File: src/life_grid_generation_engine_core_macros.svh
// ---------------------------------------------------------------------------
// Life grid engine assertion macros
// Shared macros for the concurrent checks of the life grid engine.
// ---------------------------------------------------------------------------
`ifndef LIFE_GRID_GENERATION_ENGINE_CORE_MACROS_SVH
`define LIFE_GRID_GENERATION_ENGINE_CORE_MACROS_SVH

// Same-cycle implication, checked outside reset.
`define LGGE_ASSERT_SAME(label, clk, rst_n, ante, cons) \
    label: assert property (@(posedge clk) disable iff (!rst_n) (ante) |-> (cons)) \
        else $error("life grid engine check failed");

// Next-cycle implication, checked outside reset.
`define LGGE_ASSERT_NEXT(label, clk, rst_n, ante, cons) \
    label: assert property (@(posedge clk) disable iff (!rst_n) (ante) |=> (cons)) \
        else $error("life grid engine check failed");

`endif

File: src/lgge_pkg.sv
// ---------------------------------------------------------------------------
// Life grid engine package
// Grid dimensions, field widths, command codes and shared control types.
// ---------------------------------------------------------------------------
package lgge_pkg;

    localparam int GRID_ROWS = 8;
    localparam int GRID_COLS = 16;
    localparam int ROW_W     = $clog2(GRID_ROWS);

    localparam int IDX_W     = 3;
    localparam int CELLS_W   = 16;
    localparam int CMD_W     = 2;
    localparam int TDATA_W   = ((IDX_W + CELLS_W + 7) / 8) * 8;
    localparam int PAD_W     = TDATA_W - IDX_W - CELLS_W;

    localparam logic [ROW_W-1:0] LAST_ROW = ROW_W'(GRID_ROWS - 1);

    typedef enum logic [CMD_W-1:0] {
        CMD_WRITE = 2'd0,
        CMD_STEP  = 2'd1,
        CMD_READ  = 2'd2
    } lgge_cmd_t;

    typedef enum logic [1:0] {
        ST_IDLE,
        ST_CALC,
        ST_EMIT
    } lgge_state_t;

    typedef struct packed {
        logic             write_en;
        logic             calc_en;
        logic             calc_last;
        logic             emit_load;
        logic [ROW_W-1:0] row_sel;
    } lgge_ctl_t;

endpackage

File: src/lgge_ctrl.sv
// ---------------------------------------------------------------------------
// Life grid engine controller
// Command decoding, row sequencing and output word handshake.
// ---------------------------------------------------------------------------
module lgge_ctrl (
    input  logic                           clk,
    input  logic                           rst_n,
    input  logic                           in_valid,
    input  logic [lgge_pkg::CMD_W-1:0]     in_cmd,
    output logic                           in_ready,
    output logic                           out_valid,
    input  logic                           out_ready,
    output lgge_pkg::lgge_ctl_t            ctl
);

    lgge_pkg::lgge_state_t           state_reg;
    lgge_pkg::lgge_state_t           state_next;
    logic [lgge_pkg::ROW_W-1:0]      cnt_reg;
    logic [lgge_pkg::ROW_W-1:0]      cnt_next;
    logic                            out_valid_reg;
    logic                            out_valid_next;
    logic                            in_fire;
    logic                            slot_free;

    assign in_ready  = (state_reg == lgge_pkg::ST_IDLE);
    assign out_valid = out_valid_reg;
    assign in_fire   = in_valid && in_ready;
    assign slot_free = !out_valid_reg || out_ready;

    always_ff @(posedge clk or negedge rst_n)
    begin
        if (!rst_n)
        begin
            state_reg     <= lgge_pkg::ST_IDLE;
            cnt_reg       <= '0;
            out_valid_reg <= 1'b0;
        end
        else
        begin
            state_reg     <= state_next;
            cnt_reg       <= cnt_next;
            out_valid_reg <= out_valid_next;
        end
    end

    always_comb
    begin
        state_next = state_reg;
        unique case (state_reg)
            lgge_pkg::ST_IDLE:
            begin
                if (in_fire && (in_cmd == lgge_pkg::CMD_STEP))
                    state_next = lgge_pkg::ST_CALC;
                else if (in_fire && (in_cmd == lgge_pkg::CMD_READ))
                    state_next = lgge_pkg::ST_EMIT;
            end
            lgge_pkg::ST_CALC:
            begin
                if (cnt_reg == lgge_pkg::LAST_ROW)
                    state_next = lgge_pkg::ST_EMIT;
            end
            lgge_pkg::ST_EMIT:
            begin
                if (slot_free && (cnt_reg == lgge_pkg::LAST_ROW))
                    state_next = lgge_pkg::ST_IDLE;
            end
            default:
                state_next = lgge_pkg::ST_IDLE;
        endcase
    end

    always_comb
    begin
        ctl            = '0;
        ctl.row_sel    = cnt_reg;
        cnt_next       = cnt_reg;
        out_valid_next = out_valid_reg && !out_ready;
        unique case (state_reg)
            lgge_pkg::ST_IDLE:
            begin
                cnt_next     = '0;
                ctl.write_en = in_fire && (in_cmd == lgge_pkg::CMD_WRITE);
            end
            lgge_pkg::ST_CALC:
            begin
                ctl.calc_en   = 1'b1;
                ctl.calc_last = (cnt_reg == lgge_pkg::LAST_ROW);
                cnt_next      = (cnt_reg == lgge_pkg::LAST_ROW) ? '0
                              : cnt_reg + lgge_pkg::ROW_W'(1);
            end
            lgge_pkg::ST_EMIT:
            begin
                if (slot_free)
                begin
                    ctl.emit_load  = 1'b1;
                    out_valid_next = 1'b1;
                    cnt_next       = (cnt_reg == lgge_pkg::LAST_ROW) ? '0
                                   : cnt_reg + lgge_pkg::ROW_W'(1);
                end
            end
            default:
                cnt_next = '0;
        endcase
    end

endmodule

File: src/lgge_datapath.sv
// ---------------------------------------------------------------------------
// Life grid engine datapath
// Grid storage, one-row-per-cycle generation update and output word register.
// ---------------------------------------------------------------------------
module lgge_datapath (
    input  logic                            clk,
    input  logic                            rst_n,
    input  lgge_pkg::lgge_ctl_t             ctl,
    input  logic [lgge_pkg::IDX_W-1:0]      row_index,
    input  logic [lgge_pkg::CELLS_W-1:0]    row_bits,
    output logic [lgge_pkg::IDX_W-1:0]      out_row,
    output logic [lgge_pkg::CELLS_W-1:0]    out_cells,
    output logic                            last_row
);

    logic [lgge_pkg::GRID_COLS-1:0] grid_reg  [lgge_pkg::GRID_ROWS];
    logic [lgge_pkg::GRID_COLS-1:0] grid_next [lgge_pkg::GRID_ROWS];
    logic [lgge_pkg::GRID_COLS-1:0] new_reg   [lgge_pkg::GRID_ROWS];
    logic [lgge_pkg::GRID_COLS-1:0] new_next  [lgge_pkg::GRID_ROWS];
    logic [lgge_pkg::GRID_COLS-1:0] up_row;
    logic [lgge_pkg::GRID_COLS-1:0] cur_row;
    logic [lgge_pkg::GRID_COLS-1:0] dn_row;
    logic [lgge_pkg::GRID_COLS-1:0] calc_row;
    logic [lgge_pkg::IDX_W-1:0]     out_row_reg;
    logic [lgge_pkg::CELLS_W-1:0]   out_cells_reg;
    logic                           last_row_reg;

    assign up_row  = grid_reg[lgge_pkg::GRID_ROWS-1];
    assign cur_row = grid_reg[0];
    assign dn_row  = grid_reg[1];

    // The grid rotates up by one row per update cycle, so the row being
    // computed always sits at index zero with its neighbors at fixed taps.
    always_comb
    begin
        logic [lgge_pkg::GRID_COLS-1:0] up_l;
        logic [lgge_pkg::GRID_COLS-1:0] up_r;
        logic [lgge_pkg::GRID_COLS-1:0] cur_l;
        logic [lgge_pkg::GRID_COLS-1:0] cur_r;
        logic [lgge_pkg::GRID_COLS-1:0] dn_l;
        logic [lgge_pkg::GRID_COLS-1:0] dn_r;
        logic [3:0]                     n;
        up_l  = {up_row[lgge_pkg::GRID_COLS-2:0], up_row[lgge_pkg::GRID_COLS-1]};
        up_r  = {up_row[0], up_row[lgge_pkg::GRID_COLS-1:1]};
        cur_l = {cur_row[lgge_pkg::GRID_COLS-2:0], cur_row[lgge_pkg::GRID_COLS-1]};
        cur_r = {cur_row[0], cur_row[lgge_pkg::GRID_COLS-1:1]};
        dn_l  = {dn_row[lgge_pkg::GRID_COLS-2:0], dn_row[lgge_pkg::GRID_COLS-1]};
        dn_r  = {dn_row[0], dn_row[lgge_pkg::GRID_COLS-1:1]};
        n     = '0;
        for (int c = 0; c < lgge_pkg::GRID_COLS; c++)
        begin
            n = 4'(up_l[c]) + 4'(up_row[c]) + 4'(up_r[c]) + 4'(cur_l[c])
              + 4'(cur_r[c]) + 4'(dn_l[c]) + 4'(dn_row[c]) + 4'(dn_r[c]);
            calc_row[c] = (n == 4'd3) || (cur_row[c] && (n == 4'd2));
        end
    end

    always_comb
    begin
        grid_next = grid_reg;
        new_next  = new_reg;
        if (ctl.write_en)
        begin
            if ({1'b0, row_index} < (lgge_pkg::IDX_W + 1)'(lgge_pkg::GRID_ROWS))
                grid_next[row_index] = row_bits[lgge_pkg::GRID_COLS-1:0];
        end
        else if (ctl.calc_en)
        begin
            for (int i = 0; i < lgge_pkg::GRID_ROWS - 1; i++)
            begin
                new_next[i] = new_reg[i+1];
            end
            new_next[lgge_pkg::GRID_ROWS-1] = calc_row;
            if (ctl.calc_last)
            begin
                for (int i = 0; i < lgge_pkg::GRID_ROWS - 1; i++)
                begin
                    grid_next[i] = new_reg[i+1];
                end
                grid_next[lgge_pkg::GRID_ROWS-1] = calc_row;
            end
            else
            begin
                for (int i = 0; i < lgge_pkg::GRID_ROWS - 1; i++)
                begin
                    grid_next[i] = grid_reg[i+1];
                end
                grid_next[lgge_pkg::GRID_ROWS-1] = grid_reg[0];
            end
        end
    end

    always_ff @(posedge clk or negedge rst_n)
    begin
        if (!rst_n)
        begin
            for (int i = 0; i < lgge_pkg::GRID_ROWS; i++)
            begin
                grid_reg[i] <= '0;
            end
        end
        else
        begin
            grid_reg <= grid_next;
        end
    end

    always_ff @(posedge clk)
    begin
        new_reg <= new_next;
        if (ctl.emit_load)
        begin
            out_row_reg   <= lgge_pkg::IDX_W'(ctl.row_sel);
            out_cells_reg <= lgge_pkg::CELLS_W'(grid_reg[ctl.row_sel]);
            last_row_reg  <= (ctl.row_sel == lgge_pkg::LAST_ROW);
        end
    end

    assign out_row   = out_row_reg;
    assign out_cells = out_cells_reg;
    assign last_row  = last_row_reg;

endmodule

File: src/life_grid_generation_engine_core.sv
// ---------------------------------------------------------------------------
// Life grid generation engine core
// Toroidal B3/S23 cellular automaton on an 8 by 16 grid with a stream port.
// ---------------------------------------------------------------------------
// A write word stores one row. A read word emits the grid as eight output
// words, one row per cycle while the output side is ready. A step word first
// runs the single row update unit over the grid, one row per cycle, commits
// the new generation and then emits it. The grid rotates through the update
// unit, so the input stays busy during an update and the following output
// burst. The grid is all dead after reset.
`include "life_grid_generation_engine_core_macros.svh"

module life_grid_generation_engine_core (
    input  logic                            clk,
    input  logic                            rst_n,
    input  logic                            s_axis_tvalid,
    output logic                            s_axis_tready,
    // row_index [2:0], row_bits [18:3], zero fill above.
    input  logic [lgge_pkg::TDATA_W-1:0]    s_axis_tdata,
    // cmd [1:0].
    input  logic [lgge_pkg::CMD_W-1:0]      s_axis_tuser,
    output logic                            m_axis_tvalid,
    input  logic                            m_axis_tready,
    // out_row [2:0], out_cells [18:3], zero fill above.
    output logic [lgge_pkg::TDATA_W-1:0]    m_axis_tdata,
    // last_row.
    output logic                            m_axis_tlast
);

    lgge_pkg::lgge_ctl_t              ctl;
    logic [lgge_pkg::IDX_W-1:0]       out_row;
    logic [lgge_pkg::CELLS_W-1:0]     out_cells;

    lgge_ctrl u_ctrl (
        .clk       (clk),
        .rst_n     (rst_n),
        .in_valid  (s_axis_tvalid),
        .in_cmd    (s_axis_tuser),
        .in_ready  (s_axis_tready),
        .out_valid (m_axis_tvalid),
        .out_ready (m_axis_tready),
        .ctl       (ctl)
    );

    lgge_datapath u_datapath (
        .clk       (clk),
        .rst_n     (rst_n),
        .ctl       (ctl),
        .row_index (s_axis_tdata[lgge_pkg::IDX_W-1:0]),
        .row_bits  (s_axis_tdata[lgge_pkg::IDX_W+lgge_pkg::CELLS_W-1:lgge_pkg::IDX_W]),
        .out_row   (out_row),
        .out_cells (out_cells),
        .last_row  (m_axis_tlast)
    );

    assign m_axis_tdata = {{lgge_pkg::PAD_W{1'b0}}, out_cells, out_row};

    `LGGE_ASSERT_SAME(a_last_is_final_row, clk, rst_n, m_axis_tvalid && m_axis_tlast, m_axis_tdata[lgge_pkg::IDX_W-1:0] == lgge_pkg::IDX_W'(lgge_pkg::GRID_ROWS - 1))
    `LGGE_ASSERT_SAME(a_busy_during_update, clk, rst_n, ctl.calc_en, !s_axis_tready && !ctl.emit_load)
    `LGGE_ASSERT_NEXT(a_step_starts_update, clk, rst_n, s_axis_tvalid && s_axis_tready && (s_axis_tuser == lgge_pkg::CMD_STEP), ctl.calc_en && (ctl.row_sel == '0))

endmodule

File: config.mk
export PLATFORM = sky130hd
export DESIGN_NAME = life_grid_generation_engine_core
export DESIGN_NICKNAME = d
export VERILOG_FILES = /design/src/lgge_pkg.sv /design/src/lgge_ctrl.sv /design/src/lgge_datapath.sv /design/src/life_grid_generation_engine_core.sv
export VERILOG_INCLUDE_DIRS = /design/src /design/src/src
export SDC_FILE = /design/constraint.sdc
export NUM_CORES = 1
export LEC_CHECK = 0
export BUFFER_PORTS_ARGS = -buffer_cell sky130_fd_sc_hd__buf_4
export CAP_MARGIN = 20
export CORE_MARGIN = 4
export CORE_UTILIZATION = 35
export CTS_CLUSTER_SIZE = 8
export DETAILED_ROUTE_END_ITERATION = 10
export GPL_TIMING_DRIVEN = 0
export PLACE_DENSITY = 0.55
export SLEW_MARGIN = 15
export SYNTH_ARGS = -nofsm -noshare
export SYNTH_HDL_FRONTEND = slang
export SYNTH_SLANG_ARGS = --single-unit
File: constraint.sdc
create_clock -name clk -period 6 [get_ports clk]
set_input_delay 0.9 -clock clk [delete_from_list [all_inputs] [get_ports clk]]
set_output_delay 0.9 -clock clk [all_outputs]
set_load 0.02 [all_outputs]
==> flow_summary.yaml, run 1 <==
critical_path:
  r2r_setup_slack_ns: 1.92
  critPathMaxFanout: 46
  setup.worst_path.end: "u_datapath.up_row[7]"
  timing.rr.start: "u_ctrl.state_reg[1]"
  endpoint_kind: "register"
  crit_path_start_kind: "register"
  arrival_ns: 4.55
  worstSetupPathType: "reg2reg"
  crit_path_start: "u_ctrl.state_reg[1]"
  timing.rr.end: "u_datapath.up_row[7]"
  r2r.worst_path.cells: 9
  required_ns: 6.47
detailed_routing:
  vias_per_cell: 5.583
  antenna_left: 0
  routed_wl_um: 45050
  vias: 11140
  avgRoutedWirePerCell_um: 22.58
  drc: 0
  firstDrtPassIters: 5
  first_iter_violations: 1069
layout:
  layout.cells.most_common: "nand2_1"
  diodes: 0
  nets: 1574
  layout_common_cells: "nand2_1 (289), inv_1 (146), dfrtp_1 (134)"
  area_delta_synth_final_pct: 14.23
  fin_area_mm2: 0.01713
  largest_reg_flops: 112
  drive_gt1_share_pct: 10.16
pwr:
  p_int_mw: 5.738
  netSwitchingPower_mw: 3.872
  p_clk_share_pct: 21.6
  netSwitchingFraction_pct: 40.29
  comb_power_share_pct: 42.5
  leakage_nw: 6.826
  power.density_mw_per_mm2: 561.0
  sequentialPowerShare_pct: 35.8
  p_total_mw: 9.610
  vdd_drop_max_mv: 0.1706
timing:
  maxSlewViolCount: 0
  slew_headroom_pct: 27.80
  holdWs_ns: 0.2882
  fmax_mhz: 245.2
  tightestPinTransition_ns: 1.083
  period_minus_slack_ns: 4.079
  rsz0062_at_grt: "false"
  hold_viol_final: 0
  period_share_pct: 67.98
  setup_violations: 0
  finalClockSkew_ns: 0.01620
logic_synthesis:
  yosysWarnings: 0
  synth.yosys.seq_area_share_pct: 48.79
  syn_area_mm2: 0.01500
  avgSynthCellArea_um2: 11.09
  synth_async_sr_flop_share_pct: 50.38
  ys_seq_elements: 266
  synth_flop_cell: "dfrtp_1"
  syn_inst: 1352
  synth-edff-count: 132
  synth.distinct_cells: 47
placed_design:
  dp_hpwl_um: 33550
  numPortBuffers: 27
  place.gp.congestion: 0.8609
  dpl-instance-area_mm2: 0.01599
floorplanning:
  rows: 75
  die_w_um: 215
  start_util_pct: 35.59
  die_y_um: 215
  dieArea_mm2: 0.04623
  core_area_mm2: 0.04213
  ios: 57
grt:
  grt_pass1_wl_um: 69480
  grt_pass1_vias: 11260
  overflow: 0
  grt_max_degree: 80
  grt_antenna_before_repair: 2
  track_usage_pct: 19.43
run:
  cap_viol_max_count: 0
clock_tree:
  cts-hold-fix-buffers: 0
  cts_max_path_buffers: 3
  clkTransAtPathRegs_ns: 0.05
  clock_latency_ns: 0.53
  cts_resized: 0
  cts-htree-levels: 2
  cts_setup_buffers: 0
  root_buffer: "clkbuf_16"
  cts_buffers: 39
  clock-sinks: 266
  cts_tree: "done"
hold_path:
  hp-class: "in2async"
run_status:
  outcome: "complete, no violations"
-- per-stage QoR --
step                      setup slack (ns)  util (%)  instances  TNS, ns
after floorplan                      1.174         -       1356        0
after global placement              -1.984     37.71       1922  -165.59
after detailed placement             1.926     37.95       1925        0
after CTS                            1.890     40.66       1995        0
after global routing                 1.702     40.66       1995        0
final                                1.921     40.66       1995        0
-- worst min-delay path by stage --
stage / startpoint / endpoint / slack [ns]
final: rst_n / u_datapath.dn_row[3] / 0.29
after global routing: rst_n / u_datapath.dn_row[3] / 0.32
after CTS: rst_n / u_datapath.dn_row[3] / 0.30
after detailed placement: u_datapath.new_reg[63] / u_datapath.new_reg[79] / 0.43
after global placement: u_datapath.new_reg[49] / u_datapath.new_reg[65] / 0.43
after floorplan: u_datapath.new_reg[84] / u_datapath.new_reg[100] / 0.43
-- Yosys cell counts (2+ instances only) --
cell / instances / area [µm²]
nand3_1: 5 / 25.02
buf_2: 19 / 95.09
buf_6: 2 / 22.52
nand2_1: 289 / 1085
edfxtp_1: 132 / 3964
o21ai_0: 2 / 10.01
a31oi_1: 8 / 50.05
nor4b_4: 3 / 71.32
a22o_1: 11 / 96.34
nor4b_1: 7 / 61.31
a221o_1: 118 / 1181
nor3_1: 20 / 100.1
nor4_1: 10 / 62.56
fa_1: 64 / 1281
mux4_2: 32 / 720.7
and2_1: 3 / 18.77
nor2_1: 25 / 93.84
dfrtp_1: 134 / 3353
a211o_1: 10 / 87.58
nor2b_1: 13 / 81.33
nand2b_1: 3 / 18.77
buf_1: 17 / 63.81
nor2_2: 8 / 50.05
mux2i_1: 7 / 70.07
inv_1: 146 / 548.0
buf_4: 6 / 45.04
clkbuf_1: 49 / 183.9
ha_1: 53 / 663.1
and4b_1: 2 / 20.02
a211oi_1: 11 / 82.58
a21oi_1: 124 / 620.6
nor3b_1: 4 / 30.03
-- power groups by stage --
stage               Sequential (mW)  Clock (mW)  Combinational [mW]
finish                         3.44        2.08                4.09
global route                   3.51        2.19                4.70
CTS                            3.41        2.10                4.13
detailed placement             3.44           0                4.11
global placement               3.45           0                3.92
floorplan                      3.20           0                3.03
-- metal layers --
metal  GRT usage [%]  part of all wire, %  up-vias
li1                -                    -     4976
met1           26.60                   43     5640
met2           32.28                   48      442
met3           3.093                  7.3       78
met4           5.454                  2.3        2
met5               0                0.016        -
-- cell type report --
cell class / instances / area, µm²
fill: 4017 / 25000
sequential: 266 / 7317
multi-input combinational: 850 / 6745
clock buffer: 69 / 1131
tap: 539 / 674.4
inverter: 147 / 551.8
buffer: 93 / 410.4
timing repair buffer: 30 / 292.8
clock inverter: 1 / 8.758
-- cell families after synthesis --
kind of cell	count (synthesis)	synth area share (%)
flops	266	48.79
simple gates	398	11.96
xor+xnor	1	0.05841
mux	39	5.273
compound gates	290	14.52
other cells	1	0.02501
fa+ha+maj	117	12.97
buf+inv	240	6.416
-- worst max-delay path, cell delays in order (launching register included) --
cell	delay, ns
dfrtp_1	0.40
inv_1	0.12
ha_4	0.40
buf_16	0.30
buf_2	0.41
and2_1	0.21
clkbuf_1	0.81
nand3_1	0.74
nor4_1	0.46
a211o_1	0.15
(Power assumes the default switching activity.)
==> run 2, diff against run 1 <==
Settings changed: PLACE_DENSITY 0.55 to 0.57.
Clock period 6 ns to 3.6 ns, I/O delays scaled along.
==> flow_summary.yaml, run 2 (same netlist as run 1, synthesis figures left out) <==
timing:
  maxSlewViolCount: 0
  period_minus_slack_ns: 3.441
  fin_tns_setup_ns: 0
  hold_viol_final: 0
  period_share_pct: 95.58
  rsz0062_at_grt: "true"
  holdWs_ns: 0.2999
  tightestPinTransition_ns: 0.9865
  setup_violations: 0
  fmax_mhz: 290.6
  slew_headroom_pct: 33.95
  finalClockSkew_ns: 0.01720
pwr:
  leakage_nw: 6.881
  p_total_mw: 16.14
  vdd_drop_max_mv: 0.3269
  power.density_mw_per_mm2: 930.3
clock_tree:
  root_buffer: "clkbuf_16"
  cts-htree-levels: 2
  cts_tree: "done"
  clock-sinks: 266
  clkTransAtPathRegs_ns: 0.06
  cts_max_path_buffers: 3
  cts_buffers: 39
  clock_latency_ns: 0.53
grt:
  track_usage_pct: 18.48
  grt_pass1_wl_um: 66140
  overflow: 0
  grt_antenna_before_repair: 2
  grt_max_degree: 77
  grt_pass1_vias: 11210
floorplanning:
  core_area_mm2: 0.04213
  die_y_um: 215
  ios: 57
  rows: 75
  start_util_pct: 35.59
  dieArea_mm2: 0.04623
  die_w_um: 215
detailed_routing:
  avgRoutedWirePerCell_um: 21.47
  first_iter_violations: 1011
  antenna_left: 0
  vias_per_cell: 5.510
  firstDrtPassIters: 5
  routed_wl_um: 43140
  vias: 11070
  drc: 0
hold_path:
  hp-class: "in2reg"
critical_path:
  r2r_setup_slack_ns: 0.16
  endpoint_kind: "register"
  crit_path_start_kind: "register"
  crit_chain: "ha_1 -> inv_1 -> fa_1 -> fa_1 -> inv_1 -> fa_1 -> inv_1 -> fa_2 -> nor4b_2 -> nand2_1 -> a211oi_2 -> a221o_1"
  arrival_ns: 3.90
  required_ns: 4.06
  slowest_delay_ns: 0.49
  critPathMaxFanout: 5
  worstSetupPathType: "reg2reg"
  slowest_stage: "fa_1"
placed_design:
  numPortBuffers: 27
  place.gp.congestion: 0.8661
  dp_hpwl_um: 32820
run:
  cap_viol_max_count: 0
layout:
  area_delta_synth_final_pct: 15.71
  drive_gt1_share_pct: 13.67
  fillers: 3953
  diodes: 0
  layout.cells.most_common: "nand2_1"
  largest_reg_flops: 112
  nets: 1590
  layout_common_cells: "nand2_1 (289), inv_1 (145), edfxtp_1 (132)"
run_status:
  outcome: "complete, no violations"
run 2: layout make-up:
class / instances / area (µm²) / area share [%]
Sequential cell: 266 / 7343 / 42.32
Buffer: 92 / 407.9 / 2.351
Inverter: 147 / 551.8 / 3.180
Clock inverter: 1 / 7.507 / 0.04326
Clock buffer: 67 / 1124 / 6.475
Timing Repair Buffer: 47 / 422.9 / 2.437
Tap cell: 539 / 674.4 / 3.886
Multi-Input combinational cell: 850 / 6822 / 39.31
run 2: worst max-delay path: cells and delay by family, from the launching register on:
family | cells | cell delay [ns]
flops | 1 | 0.44
buf+inv | 3 | 0.20
fa+ha+maj | 5 | 2.07
compound gates | 2 | 0.32
simple gates | 2 | 0.34
run 2: per-layer routing:
layer	global-route usage [%]	part of all wire, %	up-vias	wire length (µm)
met4	6.077	2.9	4	1232
met5	0	0.070	-	30
met1	24.91	42	5548	18110
met3	2.839	7.2	84	3110
met2	30.77	48	425	20660
li1	-	-	5009	-
run 2: timing repair:
action / CTS / global route
endpoints found under the hold margin: 58 / 0
endpoints found under the setup margin: 43 / 7
resized for setup: 3 / 36
pin swaps: 0 / 10
setup buffers: 0 / 16
hold buffers: 1 / 0
run 2: path summary, 6_finish.rpt:
check | startpoint | end | cells past startpoint
setup / recovery | u_datapath.up_row[3] | u_datapath.up_row[4] | 12
hold / removal | m_axis_tready | u_ctrl.out_valid | 3
setup reg to reg | u_datapath.up_row[3] | u_datapath.up_row[4] | 12
hold reg to reg | u_datapath.new_reg[5] | u_datapath.new_reg[21] | 0
max in group asynchronous | rst_n | u_datapath.up_row[9] | 3
min in group asynchronous | rst_n | u_datapath.dn_row[3] | 2
run 2: power breakdown:
group | switching (mW) | internal [mW]
Clock | 1.33 | 2.10
Combinational | 3.96 | 3.08
Sequential | 1.17 | 4.52
run 2: stage by stage:
step                std cells  util (%)  instance area, µm²  worst slack [ns]
global placement         1922     37.72               15890            -2.073
CTS                      1993     40.67               17140          0.001653
global route             2009     41.18               17350          -0.01281
finish                   2009     41.18               17350            0.1590
detailed placement       1925     37.95               15990           -0.6148
floorplan                1356         -               15010           0.06758
==> run 3, diff against run 2 <==
Settings changed: PLACE_DENSITY 0.57 to 0.63.
==> flow_summary.yaml, run 3 (same netlist as run 1, synthesis figures left out) <==
run:
  cap_viol_max_count: 0
grt:
  grt_antenna_before_repair: 2
  grt_max_degree: 88
  grt_pass1_vias: 11280
  grt.busiest_layer: "met2"
  track_usage_pct: 18.58
  use_met3_pct: 3.884
  use_met2_pct: 30.60
  grt_pass1_wl_um: 66430
  overflow: 0
  use_met1_pct: 24.40
layout:
  nets: 1592
  final_core_util_pct: 41.21
  layout.cells.most_common: "nand2_1"
  area_delta_synth_final_pct: 15.77
  drive_gt1_share_pct: 13.37
  layout_common_cells: "nand2_1 (289), inv_1 (144), edfxtp_1 (132)"
  largest_reg_flops: 112
  fin_area_mm2: 0.01736
pwr:
  leakage_nw: 6.896
  vdd_drop_max_mv: 0.3006
  power.density_mw_per_mm2: 940.6
  p_total_mw: 16.33
clock_tree:
  cts-htree-levels: 2
  cts_tree: "done"
  cts_max_path_buffers: 3
  clock-sinks: 266
  cts_buffers: 39
  clock_latency_ns: 0.53
  root_buffer: "clkbuf_16"
  clkTransAtPathRegs_ns: 0.05
floorplanning:
  rows: 75
  die_w_um: 215
  core_area_mm2: 0.04213
  die_y_um: 215
  dieArea_mm2: 0.04623
  ios: 57
  start_util_pct: 35.59
placed_design:
  dpl-instance-area_mm2: 0.01599
  dp_slack_ns: -0.5517
  numPortBuffers: 27
  place.gp.congestion: 0.8521
  dp_hpwl_um: 32390
critical_path:
  r2r_setup_slack_ns: 0.09
  critPathMaxFanout: 6
  worstSetupPathType: "reg2reg"
  arrival_ns: 3.97
  timing.rr.start: "u_datapath.up_row[11]"
  slowest_stage: "fa_1"
  crit_path_start_kind: "register"
  required_ns: 4.06
  setup.worst_path.end: "u_datapath.up_row[12]"
  crit_chain: "ha_1 -> inv_1 -> fa_1 -> fa_1 -> inv_1 -> fa_1 -> inv_1 -> fa_2 -> nor4b_2 -> a211oi_1 -> nor3_1 -> a221o_1"
  timing.rr.end: "u_datapath.up_row[12]"
  endpoint_kind: "register"
  slowest_delay_ns: 0.49
  crit_path_start: "u_datapath.up_row[11]"
  r2r.worst_path.cells: 12
detailed_routing:
  firstDrtPassIters: 5
  first_iter_violations: 1196
  avgRoutedWirePerCell_um: 21.76
  antenna_left: 0
  vias_per_cell: 5.609
  routed_wl_um: 43810
  drc: 0
  vias: 11290
timing:
  fmax_mhz: 285.0
  maxSlewViolCount: 0
  tightestPinTransition_ns: 0.9781
  fin_ws_ns: 0.09103
  period_minus_slack_ns: 3.509
  period_share_pct: 97.47
  holdWs_ns: 0.2923
  hold_viol_final: 0
  finalClockSkew_ns: 0.01295
  slew_headroom_pct: 34.50
  setup_violations: 0
run_status:
  outcome: "complete, no violations"
hold_path:
  hp-class: "in2reg"
==> run 3: repair_timing <==
action	in CTS	in global routing
endpoints found under the setup margin	44	6
hold endpoints to repair	47	0
buffers inserted	0	18
resized for setup	7	26
hold buffers	1	0
pin swaps	0	8
==> run 3: routing by layer <==
layer / part of all wire (%) / vias up / wire length (µm)
met2: 48 / 566 / 20900
li1: - / 5013 / -
met4: 3.1 / 0 / 1365
met3: 9.1 / 104 / 3994
met1: 40 / 5607 / 17540
met5: 0 / - / 0
==> run 3: worst min path at each step <==
| stage | start | endpoint | slack (ns) | cells after the start |
|---|---|---|---|---|
| after floorplan | rst_n | u_ctrl.cnt_reg[0] | 0.24 | 0 |
| after global placement | u_datapath.new_reg[63] | u_datapath.new_reg[79] | 0.43 | 0 |
| after detailed placement | u_datapath.new_reg[76] | u_datapath.new_reg[92] | 0.43 | 0 |
| after CTS | m_axis_tready | u_ctrl.out_valid | 0.28 | 3 |
| after global routing | m_axis_tready | u_ctrl.out_valid | 0.32 | 3 |
| final | m_axis_tready | u_ctrl.out_valid | 0.29 | 3 |
==> run 3: critical path, delay by kind of cell (launching register included) <==
| family | cells | cell delay, ns |
|---|---|---|
| simple gates | 2 | 0.45 |
| fa+ha+maj | 5 | 2.07 |
| buf+inv | 3 | 0.21 |
| compound gates | 2 | 0.24 |
| flops | 1 | 0.47 |
==> run 3: cell type report <==
type	instances	area, µm²
timing repair buffer	49	437.9
clock inverter	1	7.507
multi-input combinational	850	6815
clock buffer	68	1127
fill	3916	24770
buffer	92	407.9
inverter	147	551.8
tap	539	674.4
sequential	266	7337
antenna	1	2.502
==> run 3: metrics by stage <==
| stage | instances | TNS, ns |
|---|---|---|
| final | 2013 | 0 |
| after global routing | 2013 | -0.08709 |
| after CTS | 1994 | 0 |
| after detailed placement | 1925 | -7.406 |
| after global placement | 1922 | -177.05 |
| after floorplan | 1356 | 0 |
==> run 3: where the power goes <==
group	switching (mW)	internal [mW]	total, mW
clock network	1.34	2.10	3.44
logic	4.04	3.15	7.18
registers	1.19	4.51	5.70
